$ cat config.mk
export PLATFORM = sky130hd
export DESIGN_NAME = lzr_cmd_queue
export DESIGN_NICKNAME = d
export VERILOG_FILES = /design/src/sv/lzr_pkg.sv /design/src/sv/lzr_cmd_queue.sv
export SDC_FILE = /design/constraint.sdc
export NUM_CORES = 1
export LEC_CHECK = 0
export ABC_AREA = 1
export BUFFER_PORTS_ARGS = -buffer_cell sky130_fd_sc_hd__clkbuf_2
export CAP_MARGIN = 20
export CORE_UTILIZATION = 40
export CTS_BUF_LIST = sky130_fd_sc_hd__clkbuf_8
export DETAILED_ROUTE_END_ITERATION = 7
export PLACE_DENSITY = 0.69
export SETUP_SLACK_MARGIN = 0.02
export SLEW_MARGIN = 5
export SYNTH_ARGS = -nofsm -noshare
export SYNTH_HDL_FRONTEND = slang
export SYNTH_SLANG_ARGS = --single-unit
$ cat constraint.sdc
create_clock -name clk -period 2.4 [get_ports clk]
set_input_delay 0.48 -clock clk [delete_from_list [all_inputs] [get_ports clk]]
set_output_delay 0.48 -clock clk [all_outputs]
set_load 0.05 [all_outputs]
$ cat src/sv/lzr_pkg.sv
`default_nettype none

package lzr_pkg;

  typedef struct packed {
    logic [7:0] in_byte;
    logic       new_stream;
  } in_item_t;

  typedef struct packed {
    logic [7:0] out_byte;
    logic       run_last;
  } out_item_t;

  localparam logic [1:0] OP_NONE = 2'd0;
  localparam logic [1:0] OP_LIT  = 2'd1;
  localparam logic [1:0] OP_COPY = 2'd2;

  localparam logic [1:0] PH_HEADER  = 2'd0;
  localparam logic [1:0] PH_LITERAL = 2'd1;
  localparam logic [1:0] PH_OFFSET  = 2'd2;

  localparam logic [7:0] HDR_MATCH_MIN = 8'h80;
  localparam logic [4:0] MIN_MATCH     = 5'd3;
  localparam int unsigned MAX_DIST     = 2048;
  localparam int unsigned DIST_W       = $clog2(MAX_DIST) + 1;

  typedef struct packed {
    logic              clear;
    logic [1:0]        op;
    logic [7:0]        data;
    logic [DIST_W-1:0] reach;
    logic [4:0]        len;
  } cmd_t;

  typedef struct packed {
    logic full;
    logic empty;
  } q_stat_t;

  typedef struct packed {
    logic busy;
  } bk_stat_t;

endpackage

`default_nettype wire

$ cat src/sv/lzr_cmd_queue.sv
`default_nettype none

module lzr_cmd_queue (
  input  wire logic          clk,
  input  wire logic          rst_n,
  input  wire logic          push,
  input  wire lzr_pkg::cmd_t push_cmd,
  input  wire logic          pop,
  output lzr_pkg::cmd_t      head,
  output lzr_pkg::q_stat_t   stat
);

  import lzr_pkg::*;

  cmd_t       slot_r [2];
  logic       wr_r, rd_r;
  logic [1:0] cnt_r;

  assign head       = slot_r[rd_r];
  assign stat.full  = (cnt_r == 2'd2);
  assign stat.empty = (cnt_r == 2'd0);

  always_ff @(posedge clk) begin
    if (push) begin
      slot_r[wr_r] <= push_cmd;
    end
  end

  always_ff @(posedge clk) begin
    if (!rst_n) begin
      wr_r  <= 1'b0;
      rd_r  <= 1'b0;
      cnt_r <= 2'd0;
    end else begin
      if (push) begin
        wr_r <= !wr_r;
      end
      if (pop) begin
        rd_r <= !rd_r;
      end
      cnt_r <= cnt_r + 2'(push) - 2'(pop);
    end
  end

endmodule

`default_nettype wire

# [Word-level counts from Yosys, hierarchy flattened]
# Memories as Yosys holds them, arrays and structs flattened. A register that Yosys moved wholly into a read port is not among the register bits.
# Index checks and enable logic that the tools add are counted.
[totals] ff_bits=4 mem_bits_rw=56 inputBits=32 output_inout_bits=30 word_cells=14 memories=1
[op_classes] addsub=2 eq_ne=1 muxes=4 n_reduce_logical=3
[memory_table] name="slot_r" depth=2 word_bits=28 rd=1 rd_ports_with_merged_regs=1 wr=1 line="lzr_cmd_queue.sv:15" source="cmd_t slot_r [2];"
[ops] op="1-bit two-way mux" n=4
[ops] op="2-bit by 1-bit adder with 2-bit output" n=1
[ops] op="2-bit == test (second input constant)" n=1
[ops] op="1-bit logical NOT" n=2
[ops] op="2-bit logical NOT" n=1
[ops] op="2-bit by 1-bit subtractor with 2-bit output" n=1

# [Depth between registers and ports, before layout]
[logic_depth] depth_word=3 mapped_depth=7 mapped_depth_nobuf=7

# [Least setup slack after synthesis]
# No wires, ideal clock.
[synth_path] path_kind="input to register" start="input push" end="memory slot_r[0][0] (netlist name) (enable)" setup_ps=413 t_arrival_ps=1702 required_ps=1987 slack_ps=284 cell_stages=2 path_cell_list="inv_1 nor2_1"
[synth_via] elab_chain_len=2
[synth_lines] item="start, declared" line="lzr_cmd_queue.sv:6" source="input wire logic push,"
[synth_lines] item="1-bit two-way mux" line="lzr_cmd_queue.sv:24" source="if (push) begin"
[synth_lines] item="1-bit two-way mux (not written as such)" line="lzr_cmd_queue.sv:25" source="slot_r[wr_r] <= push_cmd;"
[synth_lines] item="end, declared" line="lzr_cmd_queue.sv:15"
# Every way passes these cells.

==> impl_results.md <==
- Worst path required time: between 1.5 and 2 ns
- Clk root buf: clkbuf_8
- Worst Path Max Fanout: 16
- Data arrival time of the worst path: 1.68 ns
- Residual DRC: 0
- Final cycle utilization of the critical path: roughly 90%
- Die ar.: ~6000 um2
- Final Power: around 2.6 mW
- GRT Total Usage: approximately 13%
- Max Cap Viol: 0
- Clock buffer depth: 2
- Measured slew at the worst slew-check pin: roughly 0.39 ns
- FMAX: ~460 MHz
- CP startpoint kind: flop
- Hold Vio Cnt, Final: 0
- CP max stage delay: 0.57 ns
- Peak VDD IR: between 0.0005 and 0.0006 V
- Worst hold path class: input pin to flop
- Postcts setup bufs: 0
- Clock latency at the later pin of the worst-skew pair: approximately 0.32 ns
- Ys Warns: 0
- Met3 Use GR: under 10%
- Ports: 62
- Core area: ~5600 um2
- Final setup TNS: 0 ns
- Final HPWL DP: 2.36 mm
- Unrepaired setup endpoints after global routing: false
- IO Port Bufs: 61
- Syn_nets: ~150
- Post-synthesis cell count: 120
- Final worst setup slack: approximately 0.24 ns
- TritonRoute pass-1 iters: 4
- Starting DRC count in detailed routing: 54
- First-pass GRT wire length: roughly 5.4 mm
- Vias per cell: 4.47
- Grt ovf: 0
- Largest net degree at the start of global routing: 22
- # diodes: 0
- Flop2flop setup slack: between 1 and 1.5 ns
- Sequential share of the synthesized area: between 70% and 80%
- Grt met2 use: about a fifth
- Total number of vias: approximately 1200
- Synth top area cells: edfxtp_1 72%, mux2_4 13%, dfxtp_1 4.3%
- Critical path's slowest cell: dfxtp_2
- Cell taking the most area after synthesis: edfxtp_1
- P per Cell Area: approximately 870 nW/um2
- Mapped Area: about 2300 um2
- GRT Max-Usage Layer: met2
- Worst Min Path Start: push_cmd[6]
- H-tree depth: 3
- Routed len/inst: about 13 um
- Total Wirelength: about 3.5 mm
- Leak pwr: approximately 1.2 nW
- Top cell type's share of synthesized area: approximately 72%
- Final core utilization: 53.0%
- Clock Skews: around 0.0037 ns
- Place WS: about 0.55 ns
- Critical Path Sink Type: output pin
- Distinct cells, synth: 12
- Final instance area: 2960 um2
- Critical-path cell list: buf_12, mux2_4, clkbuf_2
- Max-slew headroom: between 70% and 80%
- Initial Util: between 40 and 50%
- Final count of negative-setup-slack endpoints: 0
- Initial antenna violation count: 0
- Resized cells post-CTS: 0
- Slew Limit Fails: 0
- Area growth syn-to-layout: 25.9%
- TritonCTS Buffers: 9
- Status: finished, final reports clean
- Yosys reg bits: 61
- Antenna viol nets, final: 0
- Num rows: 27
- Synthesized area per cell: between 15 and 20 um2
- Number of global-route vias before repair: about 1100
- Final #Nets: 227
- Placer Congestion: approximately 0.66
- DP Area: 2750 um2
- Sink Count: 61
- RR Startpoint: wr_r
- Chip width: 78.6 um
- Crit Path Category: flop to output pin
- Met1 Resource Use GR: around 15%
- Layout cells sized above 1: between 50% and 60%
- Clk slew on worst S/H paths: approximately 0.07 ns
- TritonCTS clock tree: done
- Post-CTS Hold Fix Bufs: 0
- Die height: between 70 and 80 um
- Fin crit period: 2.16 ns
cells in the mapped netlist:
master	number
edfxtp_1	56
mux2_4	20
nor2_1	9
mux2_2	8
nand2_1	8
inv_1	7
dfxtp_1	5
buf_12	2
ha_1	2
a21oi_1	1
buf_6	1
nand3_1	1
metrics by stage:
step | hold WS (ns) | instances
final | 0.341 | 270
after CTS | 0.320 | 270
after floorplan | 0.463 | 120
after detailed placement | 0.491 | 254
after global routing | 0.318 | 270
after global placement | 0.477 | 254
cell families (layout without fill, tap and decap cells):
| group | count (synthesis) | count (layout) | share of synthesized area (%) |
|---|---|---|---|
| flops | 61 | 61 | 75.9 |
| mux | 28 | 28 | 16.6 |
| simple gates | 18 | 18 | 2.93 |
| buf+inv | 10 | 88 | 3.30 |
| fa+ha+maj | 2 | 2 | 1.07 |
| compound gates | 1 | 1 | 0.213 |
power by group:
part	leakage (nW)	internal, mW	switching (mW)
clock	0.109	0.570	0.357
combinational	0.557	0.132	0.269
sequential	0.568	1.23	0.0240
total	1.23	1.93	0.650
area by class of cell:
class / instances / area (um2)
sequential: 61 / 1780
multi-input combinational: 49 / 492
inverter: 7 / 26.3
clock inverter: 7 / 81.3
tap: 72 / 90.1
timing repair buffer: 65 / 360
clock buffer: 9 / 124
fill: 459 / 2620
critical path: cells and delay by family (launching register included):
kind     cells  cell delay [ns]
flops        1             0.57
buf+inv      2             0.47
mux          1             0.32
sequential cells by signal, indices dropped and copies added (netlist names), named ones only:
register,flops
wr_r,1
slot_r,56
cnt_r,2
rd_r,1
cell usage in the layout (no fill, tap or decap):
| cell | instances |
|---|---|
| nor2_2 | 1 |
| buf_12 | 2 |
| mux2_2 | 8 |
| clkbuf_8 | 9 |
| edfxtp_1 | 56 |
| nor2_1 | 8 |
| nand2_1 | 8 |
| nand3_1 | 1 |
| dfxtp_1 | 4 |
| bufinv_16 | 2 |
| dfxtp_2 | 1 |
| a21oi_1 | 1 |
| clkinv_2 | 2 |
| clkinv_1 | 2 |
| clkbuf_2 | 61 |
| ha_1 | 2 |
| buf_4 | 2 |
| mux2_4 | 20 |
| inv_1 | 8 |
worst paths after layout:
| kind | end | depth (start not counted) |
|---|---|---|
| min | slot_r[0][6] | 1 |
| max reg2reg | slot_r[1][19] | 3 |
| min reg2reg | rd_r | 2 |
| max | head[21] | 3 |
metal layers:
metal  vias to the layer above  share of wire, %
met5                         -                 0
met3                         8               6.2
li1                        590                 -
met2                        44                50
met1                       565                42
met4                         0               2.0
Note: power is estimated with default switching activity, not from simulation.
