<file path="config.mk">
export PLATFORM = sky130hd
export DESIGN_NAME = lzr_front
export DESIGN_NICKNAME = d
export VERILOG_FILES = /design/src/sv/lzr_pkg.sv /design/src/sv/lzr_front.sv
export SDC_FILE = /design/constraint.sdc
export NUM_CORES = 1
export LEC_CHECK = 0
export ABC_CLOCK_PERIOD_IN_PS = 3300
export BUFFER_PORTS_ARGS = -buffer_cell sky130_fd_sc_hd__buf_2
export CORE_MARGIN = 4
export CORE_UTILIZATION = 40
export DETAILED_ROUTE_END_ITERATION = 16
export GPL_ROUTABILITY_DRIVEN = 0
export GPL_TIMING_DRIVEN = 0
export HOLD_SLACK_MARGIN = 0.12
export PLACE_DENSITY_LB_ADDON = 0.12
export SLEW_MARGIN = 5
export SYNTH_ARGS = -nofsm -noshare
export SYNTH_HDL_FRONTEND = slang
export SYNTH_SLANG_ARGS = --single-unit
</file>
<file path="constraint.sdc">
create_clock -name clk -period 3.3 [get_ports clk]
set_input_delay 0.66 -clock clk [delete_from_list [all_inputs] [get_ports clk]]
set_output_delay 0.66 -clock clk [all_outputs]
set_load 0.005 [all_outputs]
</file>
<file path="src/sv/lzr_pkg.sv">
`default_nettype none

package lzr_pkg;

  typedef struct packed {
    logic [7:0] in_byte;
    logic       new_stream;
  } in_item_t;

  typedef struct packed {
    logic [7:0] out_byte;
    logic       run_last;
  } out_item_t;

  localparam logic [1:0] OP_NONE = 2'd0;
  localparam logic [1:0] OP_LIT  = 2'd1;
  localparam logic [1:0] OP_COPY = 2'd2;

  localparam logic [1:0] PH_HEADER  = 2'd0;
  localparam logic [1:0] PH_LITERAL = 2'd1;
  localparam logic [1:0] PH_OFFSET  = 2'd2;

  localparam logic [7:0] HDR_MATCH_MIN = 8'h80;
  localparam logic [4:0] MIN_MATCH     = 5'd3;
  localparam int unsigned MAX_DIST     = 2048;
  localparam int unsigned DIST_W       = $clog2(MAX_DIST) + 1;

  typedef struct packed {
    logic              clear;
    logic [1:0]        op;
    logic [7:0]        data;
    logic [DIST_W-1:0] reach;
    logic [4:0]        len;
  } cmd_t;

  typedef struct packed {
    logic full;
    logic empty;
  } q_stat_t;

  typedef struct packed {
    logic busy;
  } bk_stat_t;

endpackage

`default_nettype wire

</file>
<file path="src/sv/lzr_front.sv">
`default_nettype none

module lzr_front (
  input  wire logic            clk,
  input  wire logic            rst_n,
  input  wire logic            in_valid,
  output logic                 in_stall,
  input  wire lzr_pkg::in_item_t in_data,
  input  wire lzr_pkg::q_stat_t  q_stat,
  output logic                 q_push,
  output lzr_pkg::cmd_t        q_cmd
);

  import lzr_pkg::*;

  logic [1:0] phase_r, phase_nxt;
  logic [6:0] lit_left_r, lit_left_nxt;
  logic [3:0] mlen_r, mlen_nxt;
  logic [2:0] ohigh_r, ohigh_nxt;
  logic [1:0] phase_eff;
  logic       accept;

  assign in_stall  = q_stat.full;
  assign accept    = in_valid && !q_stat.full;
  assign phase_eff = in_data.new_stream ? PH_HEADER : phase_r;

  always_comb begin
    phase_nxt    = phase_r;
    lit_left_nxt = in_data.new_stream ? 7'd0 : lit_left_r;
    mlen_nxt     = in_data.new_stream ? 4'd0 : mlen_r;
    ohigh_nxt    = in_data.new_stream ? 3'd0 : ohigh_r;
    q_cmd.clear  = in_data.new_stream;
    q_cmd.op     = OP_NONE;
    q_cmd.data   = in_data.in_byte;
    q_cmd.reach  = DIST_W'(in_data.in_byte) + DIST_W'(1) + {1'b0, ohigh_r, 8'h00};
    q_cmd.len    = 5'(mlen_r) + MIN_MATCH;
    unique case (phase_eff)
      PH_LITERAL: begin
        q_cmd.op = OP_LIT;
        if (lit_left_r == 7'd0) begin
          phase_nxt = PH_HEADER;
        end else begin
          lit_left_nxt = lit_left_r - 7'd1;
        end
      end
      PH_OFFSET: begin
        q_cmd.op  = OP_COPY;
        phase_nxt = PH_HEADER;
      end
      default: begin
        if (in_data.in_byte < HDR_MATCH_MIN) begin
          lit_left_nxt = in_data.in_byte[6:0];
          phase_nxt    = PH_LITERAL;
        end else begin
          mlen_nxt  = in_data.in_byte[3:0];
          ohigh_nxt = in_data.in_byte[6:4];
          phase_nxt = PH_OFFSET;
        end
      end
    endcase
  end

  assign q_push = accept && (in_data.new_stream || (q_cmd.op != OP_NONE));

  always_ff @(posedge clk) begin
    if (!rst_n) begin
      phase_r    <= PH_HEADER;
      lit_left_r <= 7'd0;
      mlen_r     <= 4'd0;
      ohigh_r    <= 3'd0;
    end else if (accept) begin
      phase_r    <= phase_nxt;
      lit_left_r <= lit_left_nxt;
      mlen_r     <= mlen_nxt;
      ohigh_r    <= ohigh_nxt;
    end
  end

endmodule

`default_nettype wire

</file>
* After elaboration in Yosys (flattened, before gate mapping)
Index checks and enable logic that the tools add are counted.
** Storage, ports and cells
- Output and inout bits :: 30
- Register bits after elaboration :: 16
- Input port bits :: 14
- Word-level logic and storage cells :: 35
** Operators by class
- Add/sub/neg operators :: 4
- Eq/ne operators :: 3
- Muxes and demuxes :: 15
- Reduce and logical (&&, ||, !) cells :: 8
- Magnitude comparators :: 1
** Operators with widths (count)
- 7-bit 2-to-1 mux :: 3
- 7-bit one-hot mux with 2 select lines :: 1
- 9-bit by 11-bit adder with 12-bit output :: 1
- 4-bit 2-to-1 mux :: 3
- 8-bit by 1-bit adder with 9-bit output, second input constant :: 1
- 3-bit 2-to-1 mux :: 3
- 8-bit < comparator, second input constant :: 1
- 2-bit one-hot mux with 2 select lines :: 2
- 7-bit logical NOT :: 1
- 7-bit by 1-bit subtractor with 7-bit output, second input constant :: 1
- 2-bit 2-to-1 mux :: 3
- 4-bit by 2-bit adder with 5-bit output, second input constant :: 1
- 2-bit by 1-bit equality test with 1-bit output, second input constant :: 1
- 2-bit equality test, second input constant :: 1
- 1-bit logical AND :: 2
- 2-bit inequality test, second input constant :: 1
- 2-bit AND reduction :: 1
- 2-bit nonzero test :: 1
- 2-bit OR reduction :: 1
- 1-bit logical NOT :: 1
- 1-bit logical OR :: 1

* Logic depth before layout (Yosys ltp)
Gate-level depths: netlist of run 1.
- Depth after elaboration :: 6
- Gate-level depth with buffers :: 9
- Mapped depth without buffers :: 7

* Worst setup path before layout of run 1
OpenSTA, ideal clock, no wires.
- Kind :: input port to output port
- Start :: in in_data[0] (netlist name)
- End :: out q_push
- Arrival :: 1.912 ns
- Data required time :: 2.640 ns
- Path slack :: 0.728 ns
- Stages on the path :: 7
- Buffers on the path :: 2
- Path through :: clkbuf_1 nand2b_1 inv_1 ha_1 buf_2 clkinv_1 o21a_1
** Between the ends
- Cells in the longest elaborated chain, start to end :: 6
- Elaborated cells on any way between the ends :: 7
- Those cells by class :: eq/ne: 2; mux: 2; reduce/logical: 3
** RTL lines
- start: declaration :: line lzr_front.sv:8 : input wire lzr_pkg::in_item_t in_data,
- 2-bit 2-to-1 mux :: line lzr_front.sv:25 : assign phase_eff = in_data.new_stream ? PH_HEADER : phase_r;
- 2-bit equality test or 2-bit by 1-bit equality test with 1-bit output (tied branches) :: line lzr_front.sv:37 : unique case (phase_eff)
- 2-bit one-hot mux with 2 select lines :: line lzr_front.sv:37
- 2-bit nonzero test :: line lzr_front.sv:63 : assign q_push = accept && (in_data.new_stream || (q_cmd.op != OP_NONE));
- 1-bit logical OR * :: line lzr_front.sv:63
- 1-bit logical AND * :: line lzr_front.sv:63
- end: declaration :: line lzr_front.sv:10 : output logic q_push,
Every way passes the cells marked *; elsewhere a longest branch is shown, timed or not.

* Final worst setup path of run 1
Same ends and word-level chain as after synthesis.

==> results of run 1 <==
## power groups by stage
stage                     clock, mW  combinational [mW]  sequential (mW)
after floorplan                   0              0.0769            0.208
after global placement            0               0.123            0.210
after detailed placement          0               0.124            0.210
after global routing          0.151               0.138            0.207
after CTS                     0.140               0.125            0.206
final                         0.138               0.124            0.206
## tightest hold or removal path, stage by stage, from the launching register on
cell and delay, ns:
dfxtp_1 0.33, o21ai_0 0.07, a21oi_1 0.06
## per-layer routing
metal | global-route usage | wire length [um] | up-vias
met5 | 0 | 0 | -
met2 | 0.300 | 1730 | 56
li1 | - | - | 692
met4 | 0.0648 | 54 | 0
met3 | 0.0357 | 257 | 7
met1 | 0.250 | 1750 | 671
## Yosys cell counts, drive strengths merged, types with 2 or more instances
| library cell | number | area (um2) |
|---|---|---|
| dfxtp | 16 | 320 |
| nor2 | 15 | 56.3 |
| buf | 13 | 90.1 |
| a21oi | 11 | 58.8 |
| inv | 10 | 37.5 |
| xnor2 | 9 | 78.8 |
| o21ai | 8 | 40.0 |
| a22oi | 7 | 52.6 |
| ha | 6 | 75.1 |
| nand3 | 6 | 30.0 |
| nand2 | 5 | 18.8 |
| and4 | 4 | 35.0 |
| clkbuf | 4 | 15.0 |
| nand2b | 4 | 25.0 |
| a2bb2oi | 3 | 26.3 |
| a311oi | 3 | 26.3 |
| and4b | 3 | 30.0 |
| nor3 | 3 | 15.0 |
| xor2 | 3 | 26.3 |
| a21boi | 2 | 15.0 |
| a221o | 2 | 20.0 |
| a221oi | 2 | 17.5 |
| and2 | 2 | 12.5 |
| nand4 | 2 | 12.5 |
| nor2b | 2 | 12.5 |
| o21a | 2 | 15.0 |
| o31ai | 2 | 15.0 |
| or3 | 2 | 13.8 |
## through the flow
step / cells / hold WS (ns)
6_report: 256 / 0.500
5_1_grt: 256 / 0.562
4_1_cts: 256 / 0.497
3_5_place_dp: 252 / 0.479
3_3_place_gp: 252 / 0.470
2_1_floorplan: 167 / 0.454
## worst max path at each step
stage | endpoint | slack, ns | startpoint | cells after the start
after floorplan | q_push | 0.73 | in_data[0] | 7
after global placement | q_push | 0.18 | in_data[0] | 9
after detailed placement | q_push | 0.15 | in_data[0] | 9
after CTS | q_push | 0.14 | in_data[0] | 9
after global routing | q_push | 0.006 | in_data[0] | 9
final | q_push | 0.15 | in_data[0] | 9
## logic make-up after synthesis
logic type,after synthesis,synth area share
buffers and inverters,28,0.109
flip-flops,16,0.239
AO/OA/AOI/OAI,48,0.253
XOR/XNOR,12,0.0786
AND/OR/NAND/NOR,57,0.264
adder cells (fa/ha/maj),6,0.0561
## area by class of cell
class                   count  area (um2)  share of cell area
repair buffers             41         205               0.126
plain buffers              17         105              0.0643
multi-input cells         123         871               0.533
clock buffers               4        36.3              0.0222
flip-flops and latches     16         320               0.196
well taps                  44        55.1              0.0337
inverters                  11        41.3              0.0253
## flip-flops by register name (all words and copies together) (netlist names)
register    flops
ohigh_r         3
mlen_r          4
lit_left_r      7
phase_r         2
==> results.yml, run 1 <==
timing:
  fin_setup_tns_ns: 0
  worst_slew_pin_slew_ns: 0.552
  hold_viol_final: 0
  setup_violations: 0
  relSlewSlack: 0.631
  finalCritPeriodShare: 0.954
  drv_slew: 0
  min_period_ns: 3.15
  rsz0062_at_grt: "false"
  fin_ws_ns: 0.150
  max_freq_mhz: 318
  finalClockSkew_ns: 0.00242
setup_path:
  reg2reg_to: "lit_left_r[4]"
  critPathArrivalTime_ns: 2.49
  cp_num_buf_inv: 6
  crit_family: "buffers and inverters"
  r2r_start: "phase_r[1]"
  reg2reg_slack_ns: 1.27
  critPathLaunchType: "primary input"
  path_cells: "buf_2 > clkbuf_1 > nand2b_1 > inv_1 > ha_1 > buf_2 > clkinv_1 > o21a_1 > buf_2"
  worst_setup_path_end_kind: "output port"
  cp.required_ns: 2.64
  cpPeakStageDelay_ns: 0.37
  worst_path_most_repeated_cell: "buf_2"
  worstSetupPathType: "primary input to output port"
  slowest_stage: "clkbuf_1"
  reg2reg_depth: 8
  worst-path-max-fanout: 10
pwr:
  power_density_mw_per_mm2: 287
  pwr-share-comb: 0.265
  seqPwrFrac: 0.439
  finalPower_mw: 0.468
  leakagePower_nw: 0.711
  clkPwrFrac: 0.295
  switching_share: 0.308
  p_sw_mw: 0.144
  internal_power_mw: 0.324
  irDropWorstVdd_mv: 0.145
floorplanning:
  die-area_mm2: 0.00433
  initial_core_util: 0.428
  std_cell_rows: 20
  die_w_um: 65.8
  die_y_um: 65.8
  core_region_area_mm2: 0.00313
  ioPinCount: 44
global_route:
  antenna_found_initial: 0
  grt_max_degree: 11
  grt_usage: 0.188
  grt_pass1_wl_mm: 6.35
  grt_pass1_vias: 1344
  grt_remaining_overflow: 0
clocking:
  cts.clk_slew.worst_paths_ns: 0.10
  ctsLongestPathBuffers: 2
  htreeDepth: 1
  cts_root_buffer: "clkbuf_4"
  clkSinkCount: 16
  clk_latency_ns: 0.30
  cts-resized-gates: 0
  cts_hold_buf: 0
  cts_setup_buffers: 0
  numCtsBuffers: 3
  cts_tree: "done"
detailed_routing:
  wirelength_mm: 3.79
  drc: 0
  first_iter_violations: 92
  wl_per_cell_um: 14.8
  via_per_inst: 5.57
  dr_total_vias: 1426
  first_pass_iters: 4
  final_antenna_net_count: 0
synthesis:
  netlist_instances: 167
  synthArstFlopShare: 0
  synth_edf_count: 0
  seq_area_frac_synth: 0.239
  synth-seq-cells: 16
  syn_area_per_cell_um2: 8.01
  ys_warn_count: 0
  synth_nets: 187
  synth.distinct_cells: 48
  synth_area_mm2: 0.00134
  ys.flop_type: "dfxtp_1"
place:
  io_buffers: 41
  preCtsSetupSlack_ns: 0.149
  place_area_mm2: 0.00160
  hpwl_mm: 2.88
final_layout:
  drive_above_1_share: 0.307
  nFillCells: 324
  layout.nets: 233
  fin_area_mm2: 0.00163
  area_growth_pct: 22.2
  utilization: 0.522
  final_common_cell: "buf_2"
  antenna_cells: 0
  final_cell_mix: "44 x buf_2, 16 x dfxtp_1, 15 x nor2_1"
min_path:
  min_path_cells: 2
  min_from: "phase_r[1]"
  hp-class: "flop to flop"
  hold_path_end: "phase_r[1]"
status:
  status: "finished, final reports clean"
run:
  maxCapViolCount: 0
Note: power is estimated with default switching activity, not from simulation.
==> run 2, diff against run 1 <==
Settings changed: CTS_BUF_LIST set to sky130_fd_sc_hd__clkbuf_4 sky130_fd_sc_hd__clkbuf_8, SETUP_SLACK_MARGIN set to 0.4.
==> run 2 against run 1 <==
Register-to-register slack better by 0.09 ns. Critical path depth unchanged. Critical path type unchanged. Largest power group unchanged. Fmax up 13%. Clock skew down 0.0018 ns.
==> results.yml, run 2 (synthesis gave the netlist of run 1 again) <==
final_layout:
  layout.nets: 233
  antenna_cells: 0
  final_cell_mix: "44 x buf_2, 16 x dfxtp_1, 15 x nor2_1"
  largest_register_ffs: 7
  final_common_cell: "buf_2"
  reg_top3: "lit_left_r x7, mlen_r x4, ohigh_r x3"
  area_growth_pct: 22.5
  utilization: 0.524
  fin_area_mm2: 0.00164
  nFillCells: 322
  drive_above_1_share: 0.316
  seq_area_um2: 320
  layout.cells.non_filler: 256
  multiInputGateArea_um2: 871
  largest_register: "lit_left_r"
pwr:
  internal_power_mw: 0.324
  seqPwrFrac: 0.438
  p_sw_mw: 0.146
  leakagePower_nw: 0.718
  clkPwrFrac: 0.296
  finalPower_mw: 0.470
  pwr-share-comb: 0.266
  power_density_mw_per_mm2: 287
  switching_share: 0.310
  irDropWorstVdd_mv: 0.147
detailed_routing:
  wirelength_mm: 3.78
  wl_per_cell_um: 14.8
  first_pass_iters: 4
  final_antenna_net_count: 0
  drc: 0
  first_iter_violations: 88
  dr_total_vias: 1420
  via_per_inst: 5.55
floorplanning:
  initial_core_util: 0.428
  die_y_um: 65.8
  core_region_area_mm2: 0.00313
  die_w_um: 65.8
  std_cell_rows: 20
  ioPinCount: 44
  die-area_mm2: 0.00433
setup_path:
  worst_path_most_repeated_cell: "buf_2"
  worst_setup_path_end_kind: "output port"
  path_cells: "buf_2 > clkbuf_4 > nand2b_1 > inv_1 > ha_1 > buf_2 > clkinv_2 > o21a_1 > buf_2"
  critPathArrivalTime_ns: 2.13
  slowest_stage: "ha_1"
  worst-path-max-fanout: 10
  worstSetupPathType: "primary input to output port"
  crit_family: "buffers and inverters"
  cp_num_buf_inv: 6
  critPathLaunchType: "primary input"
  cpPeakStageDelay_ns: 0.27
  cp.required_ns: 2.64
global_route:
  grt_pass1_wl_mm: 6.35
  grt_pass1_vias: 1344
  grt_max_degree: 11
  antenna_found_initial: 0
  grt_remaining_overflow: 0
  grt_usage: 0.188
place:
  io_buffers: 41
  preCtsSetupSlack_ns: 0.149
  hpwl_mm: 2.88
  place_area_mm2: 0.00160
  place_inst: 252
status:
  status: "finished, final reports clean"
clocking:
  cts_setup_buffers: 0
  cts_tree: "done"
  ctsLongestPathBuffers: 2
  cts-resized-gates: 2
  clk_latency_ns: 0.30
  cts.clk_slew.worst_paths_ns: 0.11
  numCtsBuffers: 3
  cts_root_buffer: "clkbuf_4"
  htreeDepth: 1
  clkSinkCount: 16
  cts_hold_buf: 0
timing:
  fin_hold_ws_ns: 0.500
  min_period_ns: 2.79
  worst_slew_pin_slew_ns: 0.549
  finalCritPeriodShare: 0.847
  drv_slew: 0
  setup_violations: 0
  fin_ws_ns: 0.505
  finalClockSkew_ns: 0.000633
  hold_viol_final: 0
  relSlewSlack: 0.633
  max_freq_mhz: 358
  fin_setup_tns_ns: 0
  rsz0062_at_grt: "false"
min_path:
  hp-class: "flop to flop"
run:
  maxCapViolCount: 0
==> run 2: cell counts in the layout (fill, tap and decap cells not counted) <==
Identical to the previous run, type by type.
==> run 2: worst min-delay path: cells and delay by family, from the launching register on <==
family,cells,cell delay [ns]
AOI/OAI and AO/OA,2,0.13
DFF,1,0.33
==> run 2: final timing paths <==
kind	cells past startpoint	slack (ns)	start	endpoint
min	2	0.50	phase_r[1]	phase_r[1]
max	9	0.51	in_data[0]	q_push
max reg2reg	8	1.36	phase_r[1]	lit_left_r[3]
min reg2reg	2	0.50	phase_r[1]	phase_r[1]
==> run 2: power groups by stage <==
stage	Sequential, mW	Clock, mW	Combinational [mW]
2_1_floorplan	0.208	0	0.0769
3_3_place_gp	0.210	0	0.123
3_5_place_dp	0.210	0	0.124
4_1_cts	0.206	0.140	0.125
5_1_grt	0.207	0.151	0.139
6_report	0.206	0.139	0.125
==> run 2: metal layers <==
layer  track usage  vias to the layer above  routed length, um
li1              -                      691                  -
met1         0.250                      663               1770
met2         0.300                       59               1710
met3        0.0357                        7                252
met4        0.0648                        0                 54
met5             0                        -                  0
==> run 2: layout make-up <==
cell class,instances,share of cell area
repair buffers,41,0.125
well taps,44,0.0336
clock buffers,4,0.0221
inverters,11,0.0260
plain buffers,17,0.0664
multi-input cells,123,0.531
flip-flops and latches,16,0.195
