==> config.mk <==
export PLATFORM = sky130hd
export DESIGN_NAME = lzr_back
export DESIGN_NICKNAME = d
export VERILOG_FILES = /design/src/sv/lzr_pkg.sv /design/src/sv/lzr_back.sv
export SDC_FILE = /design/constraint.sdc
export NUM_CORES = 1
export LEC_CHECK = 0
export BUFFER_PORTS_ARGS = -buffer_cell sky130_fd_sc_hd__buf_2
export CAP_MARGIN = 20
export CORE_MARGIN = 2
export CORE_UTILIZATION = 50
export CTS_BUF_LIST = sky130_fd_sc_hd__clkbuf_16
export CTS_CLUSTER_SIZE = 14
export DETAILED_ROUTE_END_ITERATION = 10
export GPL_TIMING_DRIVEN = 0
export PLACE_DENSITY = 0.86
export SYNTH_ARGS = -nofsm -noshare
export SYNTH_HDL_FRONTEND = slang
export SYNTH_SLANG_ARGS = --single-unit
==> constraint.sdc <==
create_clock -name clk -period 2.5 [get_ports clk]
set_input_delay 0 -clock clk [delete_from_list [all_inputs] [get_ports clk]]
set_output_delay 0 -clock clk [all_outputs]
set_load 0.005 [all_outputs]
==> src/sv/lzr_pkg.sv <==
`default_nettype none

package lzr_pkg;

  typedef struct packed {
    logic [7:0] in_byte;
    logic       new_stream;
  } in_item_t;

  typedef struct packed {
    logic [7:0] out_byte;
    logic       run_last;
  } out_item_t;

  localparam logic [1:0] OP_NONE = 2'd0;
  localparam logic [1:0] OP_LIT  = 2'd1;
  localparam logic [1:0] OP_COPY = 2'd2;

  localparam logic [1:0] PH_HEADER  = 2'd0;
  localparam logic [1:0] PH_LITERAL = 2'd1;
  localparam logic [1:0] PH_OFFSET  = 2'd2;

  localparam logic [7:0] HDR_MATCH_MIN = 8'h80;
  localparam logic [4:0] MIN_MATCH     = 5'd3;
  localparam int unsigned MAX_DIST     = 2048;
  localparam int unsigned DIST_W       = $clog2(MAX_DIST) + 1;

  typedef struct packed {
    logic              clear;
    logic [1:0]        op;
    logic [7:0]        data;
    logic [DIST_W-1:0] reach;
    logic [4:0]        len;
  } cmd_t;

  typedef struct packed {
    logic full;
    logic empty;
  } q_stat_t;

  typedef struct packed {
    logic busy;
  } bk_stat_t;

endpackage

`default_nettype wire

==> src/sv/lzr_back.sv <==
`default_nettype none

module lzr_back #(
  parameter int unsigned HISTORY_DEPTH = 2048
) (
  input  wire logic                             clk,
  input  wire logic                             rst_n,
  input  wire lzr_pkg::cmd_t                    cmd,
  input  wire lzr_pkg::q_stat_t                 q_stat,
  output logic                                  q_pop,
  output lzr_pkg::bk_stat_t                     stat,
  output logic                                  ram_we,
  output logic [$clog2(HISTORY_DEPTH)-1:0]      ram_waddr,
  output logic [7:0]                            ram_wdata,
  output logic [$clog2(HISTORY_DEPTH)-1:0]      ram_raddr,
  input  wire logic [7:0]                       ram_rdata,
  output logic                                  out_valid,
  input  wire logic                             out_stall,
  output lzr_pkg::out_item_t                    out_data
);

  import lzr_pkg::*;

  localparam int unsigned AW = $clog2(HISTORY_DEPTH);
  localparam int unsigned PW = AW + 1;
  localparam logic [AW-1:0] RING_END = AW'(HISTORY_DEPTH - 1);
  localparam logic [PW-1:0] DEPTH_W  = PW'(HISTORY_DEPTH);

  localparam logic ST_IDLE = 1'b0;
  localparam logic ST_COPY = 1'b1;

  logic          state_r, state_nxt;
  logic [AW-1:0] ptr_r, ptr_nxt;
  logic          wrap_r, wrap_nxt;
  logic [AW-1:0] pos_r, pos_nxt;
  logic [4:0]    cnt_r, cnt_nxt;
  logic          infl_r, infl_nxt;
  logic          zero_r, zero_nxt;
  logic          byp_r, byp_nxt;
  logic          last_r, last_nxt;
  logic [7:0]    byp_dat_r, byp_dat_nxt;

  out_item_t     fifo_r [4];
  logic [1:0]    fwr_r, frd_r;
  logic [2:0]    occ_r;

  logic [7:0]    ret_dat;
  logic          room, start, issue, push, pop;
  logic [AW-1:0] ptr_eff;
  logic          wrap_eff;
  logic [PW-1:0] ptr_ext, dist_ext;
  logic [AW-1:0] pos_start;
  out_item_t     push_item;

  assign ret_dat  = byp_r ? byp_dat_r : (zero_r ? 8'h00 : ram_rdata);
  assign room     = (occ_r + 3'(infl_r)) <= 3'd3;
  assign start    = (state_r == ST_IDLE) && !q_stat.empty && !infl_r && (occ_r != 3'd4);
  assign issue    = (state_r == ST_COPY) && room;
  assign ptr_eff  = cmd.clear ? '0 : ptr_r;
  assign wrap_eff = cmd.clear ? 1'b0 : wrap_r;
  assign ptr_ext  = {1'b0, ptr_eff};
  assign dist_ext = PW'(cmd.reach);
  assign pos_start = (ptr_ext >= dist_ext) ? AW'(ptr_ext - dist_ext)
                                           : AW'(ptr_ext + DEPTH_W - dist_ext);

  assign q_pop     = start;
  assign stat.busy = (state_r == ST_COPY) || infl_r;

  assign ram_we    = infl_r || (start && (cmd.op == OP_LIT));
  assign ram_waddr = infl_r ? ptr_r : ptr_eff;
  assign ram_wdata = infl_r ? ret_dat : cmd.data;
  assign ram_raddr = pos_r;

  assign push      = ram_we;
  assign push_item = infl_r ? out_item_t'{out_byte: ret_dat, run_last: last_r}
                            : out_item_t'{out_byte: cmd.data, run_last: 1'b1};

  always_comb begin
    state_nxt   = state_r;
    ptr_nxt     = ptr_r;
    wrap_nxt    = wrap_r;
    pos_nxt     = pos_r;
    cnt_nxt     = cnt_r;
    infl_nxt    = issue;
    zero_nxt    = zero_r;
    byp_nxt     = byp_r;
    last_nxt    = last_r;
    byp_dat_nxt = byp_dat_r;
    if (infl_r) begin
      ptr_nxt = (ptr_r == RING_END) ? '0 : ptr_r + AW'(1);
      if (ptr_r == RING_END) begin
        wrap_nxt = 1'b1;
      end
    end
    if (start) begin
      ptr_nxt  = ptr_eff;
      wrap_nxt = wrap_eff;
      if (cmd.op == OP_LIT) begin
        ptr_nxt  = (ptr_eff == RING_END) ? '0 : ptr_eff + AW'(1);
        wrap_nxt = wrap_eff || (ptr_eff == RING_END);
      end else if (cmd.op == OP_COPY) begin
        pos_nxt   = pos_start;
        cnt_nxt   = cmd.len;
        state_nxt = ST_COPY;
      end
    end
    if (issue) begin
      zero_nxt    = !wrap_r && (pos_r >= ptr_r);
      byp_nxt     = infl_r && (pos_r == ptr_r);
      byp_dat_nxt = ret_dat;
      last_nxt    = (cnt_r == 5'd1);
      pos_nxt     = (pos_r == RING_END) ? '0 : pos_r + AW'(1);
      cnt_nxt     = cnt_r - 5'd1;
      if (cnt_r == 5'd1) begin
        state_nxt = ST_IDLE;
      end
    end
  end

  always_ff @(posedge clk) begin
    if (!rst_n) begin
      state_r <= ST_IDLE;
      ptr_r   <= '0;
      wrap_r  <= 1'b0;
      infl_r  <= 1'b0;
    end else begin
      state_r <= state_nxt;
      ptr_r   <= ptr_nxt;
      wrap_r  <= wrap_nxt;
      infl_r  <= infl_nxt;
    end
  end

  always_ff @(posedge clk) begin
    pos_r     <= pos_nxt;
    cnt_r     <= cnt_nxt;
    zero_r    <= zero_nxt;
    byp_r     <= byp_nxt;
    last_r    <= last_nxt;
    byp_dat_r <= byp_dat_nxt;
  end

  // output queue, four beats deep so a copy streams at one byte a cycle while the consumer does not stall
  assign out_valid = (occ_r != 3'd0);
  assign out_data  = fifo_r[frd_r];
  assign pop       = out_valid && !out_stall;

  always_ff @(posedge clk) begin
    if (push) begin
      fifo_r[fwr_r] <= push_item;
    end
  end

  always_ff @(posedge clk) begin
    if (!rst_n) begin
      fwr_r <= 2'd0;
      frd_r <= 2'd0;
      occ_r <= 3'd0;
    end else begin
      if (push) begin
        fwr_r <= fwr_r + 2'd1;
      end
      if (pop) begin
        frd_r <= frd_r + 2'd1;
      end
      occ_r <= occ_r + 3'(push) - 3'(pop);
    end
  end

endmodule

`default_nettype wire
======== Word-level counts from Yosys, hierarchy flattened ========
Memory sizes are Yosys's and may differ from the RTL's. A register that Yosys moved wholly into a read port is not among the register bits.
Cells that the tools add are included.
storage, ports and cells
  flip-flop bits (word level) ............. 48
  memory bits (writable) .................. 36
  input port bits ......................... 41
  output and inout bits ................... 43
  word-level logic and storage cells ...... 96
  memories ................................ 1
memories
  name    depth  bits a word  read ports  clocked after memory_dff  write ports  line            source
  fifo_r  4      9            1           1                         1            lzr_back.sv:43  out_item_t fifo_r [4];
operators by class
  add/subtract/negate cells ............... 12
  magnitude comparators ................... 3
  equality and inequality tests ........... 9
  multiplexer cells ....................... 35
  bitwise gates (word level) .............. 1
  reduce and logical (&&, ||, !) cells .... 22
operators with widths
  cell                                                                    count
  11-bit 2-to-1 mux                                                       13
  11-bit by 1-bit adder with 11-bit output (second input constant)        4
  11-bit equality test (second input constant)                            3
  8-bit 2-to-1 mux                                                        3
  11-bit subtractor                                                       2
  5-bit 2-to-1 mux                                                        4
  11-bit by 12-bit >= comparator with 1-bit output                        1
  1-bit 2-to-1 mux                                                        12
  11-bit equality test                                                    1
  11-bit >= comparator                                                    1
  9-bit 2-to-1 mux                                                        1
  1-bit logical AND                                                       8
  2-bit nonzero test                                                      4
  3-bit by 1-bit adder with 3-bit output                                  2
  5-bit by 1-bit equality test with 1-bit output (second input constant)  1
  5-bit by 1-bit subtractor with 5-bit output (second input constant)     1
  2-bit by 1-bit adder with 2-bit output (second input constant)          2
  1-bit logical NOT                                                       4
  2-bit 2-to-1 mux                                                        2
  3-bit by 2-bit <= comparator with 1-bit output (second input constant)  1
  1-bit logical OR                                                        3
  3-bit inequality test (second input constant)                           1
  3-bit AND reduction                                                     1
  3-bit nonzero test                                                      1
  6 further kinds                                                         6

======== Longest topological paths before layout ========
  word-level depth ........................ 8
  gate-level depth with buffers ........... 11
  mapped depth without buffers ............ 10

======== Worst setup path before layout ========
OpenSTA, ideal clock, no wires.
  kind .................................... register -> register
  start point ............................. register ptr_r[0]
  end point ............................... register pos_r[10] (netlist: ram_raddr[10]), data pin
  arrival ................................. 2.271 ns
  required time ........................... 2.320 ns
  path slack .............................. 0.049 ns
  stages on the path, launching flop included .. 11
  cells stage by stage .................... dfxtp_1 nand2b_1 ha_1 inv_1 fa_1 a21oi_1 maj3_2 o31a_1 a311oi_2 or2_2 o311ai_1
between the ends
  word-level cells in the longest chain between the ends .. 8
  elaborated cells between the ends (all ways) .. 10
  those cells by class .................... add/sub (3); order compare (1); mux (6)
RTL lines
  what                                      line             source
  start, declared                           lzr_back.sv:33   logic [AW-1:0] ptr_r, ptr_nxt;
  start signal, assigned                    lzr_back.sv:128  ptr_r <= ptr_nxt;
  11-bit 2-to-1 mux (*)                     lzr_back.sv:59   assign ptr_eff = cmd.clear ? '0 : ptr_r;
  11-bit by 1-bit adder with 11-bit output  lzr_back.sv:64   : AW'(ptr_ext + DEPTH_W - dist_ext);
  11-bit subtractor                         lzr_back.sv:64
  11-bit 2-to-1 mux (*)                     lzr_back.sv:63   assign pos_start = (ptr_ext >= dist_ext) ? AW'(ptr_ext - dist_ext)
  11-bit 2-to-1 mux (*)                     lzr_back.sv:101  end else if (cmd.op == OP_COPY) begin
  11-bit 2-to-1 mux (*)                     lzr_back.sv:98   if (cmd.op == OP_LIT) begin
  11-bit 2-to-1 mux (*)                     lzr_back.sv:95   if (start) begin
  11-bit 2-to-1 mux (*)                     lzr_back.sv:107  if (issue) begin
  named net pos_nxt[10]                     lzr_back.sv:35   logic [AW-1:0] pos_r, pos_nxt;
  end signal, assigned                      lzr_back.sv:135  pos_r <= pos_nxt;
  end, declared                             lzr_back.sv:35
The timed path passes the listed nets; every way through them passes the cells marked *. The select of a mux whose other input is x is not followed.
A chain may end at the register's enable or synchronous reset.

======== Worst setup path after layout ========
Same ends and word-level chain as after synthesis.

==> key figures <==
Detailed routing
  – Final routed wirelength across all metal layers: 13.3 mm
  – Total number of vias: ~4300
  – Final ANT Viol Nets: 0
  – Length of the first detailed-routing pass in iterations: 5
  – Via density per instance: 5.82
  – Routed len/inst: 17.8 um
  – Initial DRC Count: between 200 and 300
  – DRC: 0

Clock network
  – Clock tree from TritonCTS: done
  – Clock sink count: 86
  – Insertion delay to the later sink of the worst-skew pair: 340 ps
  – Clk pin slew, worst setup/hold paths: approximately 60 ps
  – CTS Buffer Depth: 2
  – # H-tree levels: 3
  – Clk Tree Root Cell: sky130_fd_sc_hd__clkbuf_16
  – Clock buffers created by TritonCTS: 9

Place
  – Cell area after placement: 5820 um^2
  – Placed wire-length estimate: around 9.5 mm
  – RD Place Congestion: 0.939
  – DP Worst Slack: -390 ps
  – Number of buffers inserted by port buffering: 81

Logic synthesis
  – Number of different library cells in the post-synthesis netlist: 70
  – Synthesized netlist cell count: 492
  – Proportion of register bits with asynchronous set or reset after synthesis: 0
  – Post-synth EDFFs: 63
  – Sequential element share of the synthesized area: 0.449
  – Post-synthesis cell area: 5240 um^2
  – Post-synth top flop: sky130_fd_sc_hd__edfxtp_1
  – Post-synth net total: 567
  – Yosys warning count: 0
  – FF+latch count, synth: 86
  – Syn avg cell area: approximately 11 um^2

Finish
  – Post-route cell area: around 6400 um^2
  – Nets: between 600 and 700
  – Antenna fix cells: 0
  – Number of filler instances in the final layout: 828
  – Sequential cell area: 2360 um^2
  – Most common cell after layout, fill and taps aside: sky130_fd_sc_hd__buf_2
  – Area delta synth->final: 22.5%
  – Area of combinational cells with multiple inputs: 2680 um^2
  – Share of final-layout standard cells stronger than drive strength 1: 0.286
  – Most used cells in the layout excluding fill and tap cells: 82 x sky130_fd_sc_hd__buf_2, 63 x sky130_fd_sc_hd__edfxtp_1, 33 x sky130_fd_sc_hd__inv_1, 33 x sky130_fd_sc_hd__nor2_1, 28 x sky130_fd_sc_hd__ha_1

Critical path
  – Series of cell instances along the critical path: nand2b_4 > ha_4 > inv_2 > fa_2 > a21oi_2 > maj3_2 > o31a_1 > a311oi_2 > or2_4 > o311ai_2
  – Maximum net fanout on the critical path: 6
  – Endpoint of the most critical register-to-register path: ram_raddr[10]$_DFFE_PP_
  – Slowest stage delay, CP: a little under 400 ps
  – Dominant delay contributor by cell family on the critical path: compound AO/OA/AOI/OAI gates
  – Count of cells along the worst register-to-register path: 10
  – Type of origin of the critical path: register
  – Required @ worst endpoint: 2560 ps
  – Kind of end point of the critical path: register
  – Critical setup path kind: reg -> reg
  – Worst setup slack for register-to-register paths: 30 ps
  – Data arrival time of the critical path: 2540 ps
  – Buf/Inv on CP: 1
  – Slowest cell on the critical path: sky130_fd_sc_hd__dfxtp_4
  – Launch instance of the worst register-to-register path: ptr_r[0]$_SDFFE_PN0P_

Timing
  – Worst-case setup margin in the final layout: 27.6 ps
  – Tightest slew margin relative to the limit: 0.453
  – Period minus WS final: 2470 ps
  – Transition at the pin with the smallest max-transition slack: 820 ps
  – Final setup viols: 0
  – Final Skew: 8.81 ps
  – Total Negative Setup Slacks: 0 ps
  – Maximum clock frequency: between 400 and 500 MHz
  – Min Hold Slack: around 19 ps
  – RSZ-0062 raised after global routing: true
  – Post-route fraction of the period consumed by the critical path: 0.989
  – Final Hold Vio Count: 0
  – Final Max Slew Viols: 0

Min path
  – Cell depth of the worst min-delay path: 2
  – Startpoint of the most critical hold path: ram_rdata[3]
  – Worst-case hold path end point: byp_dat_r[3]$_DFFE_PN_
  – Hold crit path type: in -> reg

Pwr
  – Pwr per Cell Area: 657 nW/um^2
  – Leak Pwr: 2.50 nW
  – VDD IR max: 406 uV

Global route
  – Wire length of the first global-routing pass: 21.4 mm
  – Number of antenna violations at the first check in global routing: 0
  – Total global routing track utilization: 0.242
  – Pin count of the biggest net entering global routing: 21
  – Aggregate global routing overflow: 0
  – Number of global-route vias before repair: 4419

Outcome
  – Status: finished, final reports clean

Floorplan
  – Floorplan row count: 37
  – Die extent in x: 106 um
  – Die area: 11300 um^2
  – Core footprint: 10200 um^2
  – Height of the die: 106 um
  – I/O pin cnt: 84
  – Starting density of the core: 0.513

Run
  – Max_cap viols: 0
## Yosys cell counts, types with 5 or more instances
cell	instances	area, um^2
sky130_fd_sc_hd__inv_1	36	135
sky130_fd_sc_hd__nand2_1	26	97.6
sky130_fd_sc_hd__clkbuf_1	9	33.8
sky130_fd_sc_hd__nand2b_1	12	75.1
sky130_fd_sc_hd__mux4_2	9	203
sky130_fd_sc_hd__a21o_1	7	52.6
sky130_fd_sc_hd__mux2_2	8	90.1
sky130_fd_sc_hd__and2_1	20	125
sky130_fd_sc_hd__nor2_1	34	128
sky130_fd_sc_hd__xnor2_1	24	210
sky130_fd_sc_hd__nor3_1	13	65.1
sky130_fd_sc_hd__a31oi_1	8	50.1
sky130_fd_sc_hd__o21ai_0	16	80.1
sky130_fd_sc_hd__a22o_1	7	61.3
sky130_fd_sc_hd__dfxtp_1	23	460
sky130_fd_sc_hd__o22ai_1	5	31.3
sky130_fd_sc_hd__xor2_1	9	78.8
sky130_fd_sc_hd__nand4_1	7	43.8
sky130_fd_sc_hd__nor2b_1	10	62.6
sky130_fd_sc_hd__ha_1	32	400
sky130_fd_sc_hd__buf_4	11	82.6
sky130_fd_sc_hd__a21oi_1	17	85.1
sky130_fd_sc_hd__nand3_1	14	70.1
sky130_fd_sc_hd__edfxtp_1	63	1890
## logic make-up (layout without fill, tap and decap cells)
kind of cell               after synthesis  count (layout)  synth area share
DFF                                     86              86             0.449
muxes                                   20              20            0.0616
buffers and inverters                   65             184            0.0580
and+or+nand+nor                        159             159             0.161
xor gates and xnor gates                33              33            0.0551
adders and majority gates               35              35            0.0861
AOI/OAI and AO/OA                       94              94             0.130
## through the flow
stage / utilization / total power [mW] / cells
detailed placement: 0.569 / 2.85 / 709
finish: 0.628 / 4.22 / 747
CTS: 0.616 / 4.20 / 739
global route: 0.628 / 4.44 / 747
floorplan: - / 2.50 / 492
global placement: 0.569 / 2.78 / 709
## sequential cells by signal, indices dropped and copies added (netlist names), 2 cells and up, named ones only
signal     count
ram_raddr     11
cnt_r          5
fifo_r        36
occ_r          3
byp_dat_r      8
fwr_r          2
frd_r          2
ptr_r         11
## how the worst max path moves through the flow
stage,startpoint,end,slack [ps],depth (start not counted)
after floorplan,ptr_r[0]$_SDFFE_PN0P_,ram_raddr[10]$_DFFE_PP_,50,10
after global placement,cmd[27],ram_raddr[10]$_DFFE_PP_,-300,11
after detailed placement,cmd[27],ram_raddr[10]$_DFFE_PP_,-390,11
after CTS,ptr_r[0]$_SDFFE_PN0P_,ram_raddr[10]$_DFFE_PP_,-100,10
after global routing,ptr_r[0]$_SDFFE_PN0P_,ram_raddr[10]$_DFFE_PP_,-70,10
final,ptr_r[0]$_SDFFE_PN0P_,ram_raddr[10]$_DFFE_PP_,30,10
## layout make-up
cell class,instances,share of cell area
Timing Repair Buffer,104,0.0947
Buffer,26,0.0247
Tap cell,136,0.0265
Sequential cell,86,0.367
Inverter,38,0.0234
Clock inverter,6,0.00799
Multi-Input combinational cell,341,0.417
Clock buffer,10,0.0390
## power breakdown
group	leakage [nW]	switching (mW)	internal [mW]
clock	0.150	0.571	0.748
sequential	0.759	0.113	1.68
combinational	1.59	0.585	0.526
total	2.50	1.27	2.95
## routing by layer
| metal | part of all wire | track usage | up-vias |
|---|---|---|---|
| met5 | 0 | 0 | - |
| met4 | 0.033 | 0.107 | 0 |
| met3 | 0.064 | 0.0509 | 43 |
| met2 | 0.51 | 0.431 | 201 |
| met1 | 0.39 | 0.281 | 2079 |
| li1 | - | - | 2021 |
## what timing repair did
action / in CTS / in global routing
endpoints found under the setup margin: 55 / 61
hold buffers: 12 / 0
gates resized for setup: 15 / 19
gates cloned: 0 / 0
pin swaps: 5 / 11
hold endpoints to repair: 15 / 0
buffers inserted: 2 / 9
Power figures use the tool's default switching activity.
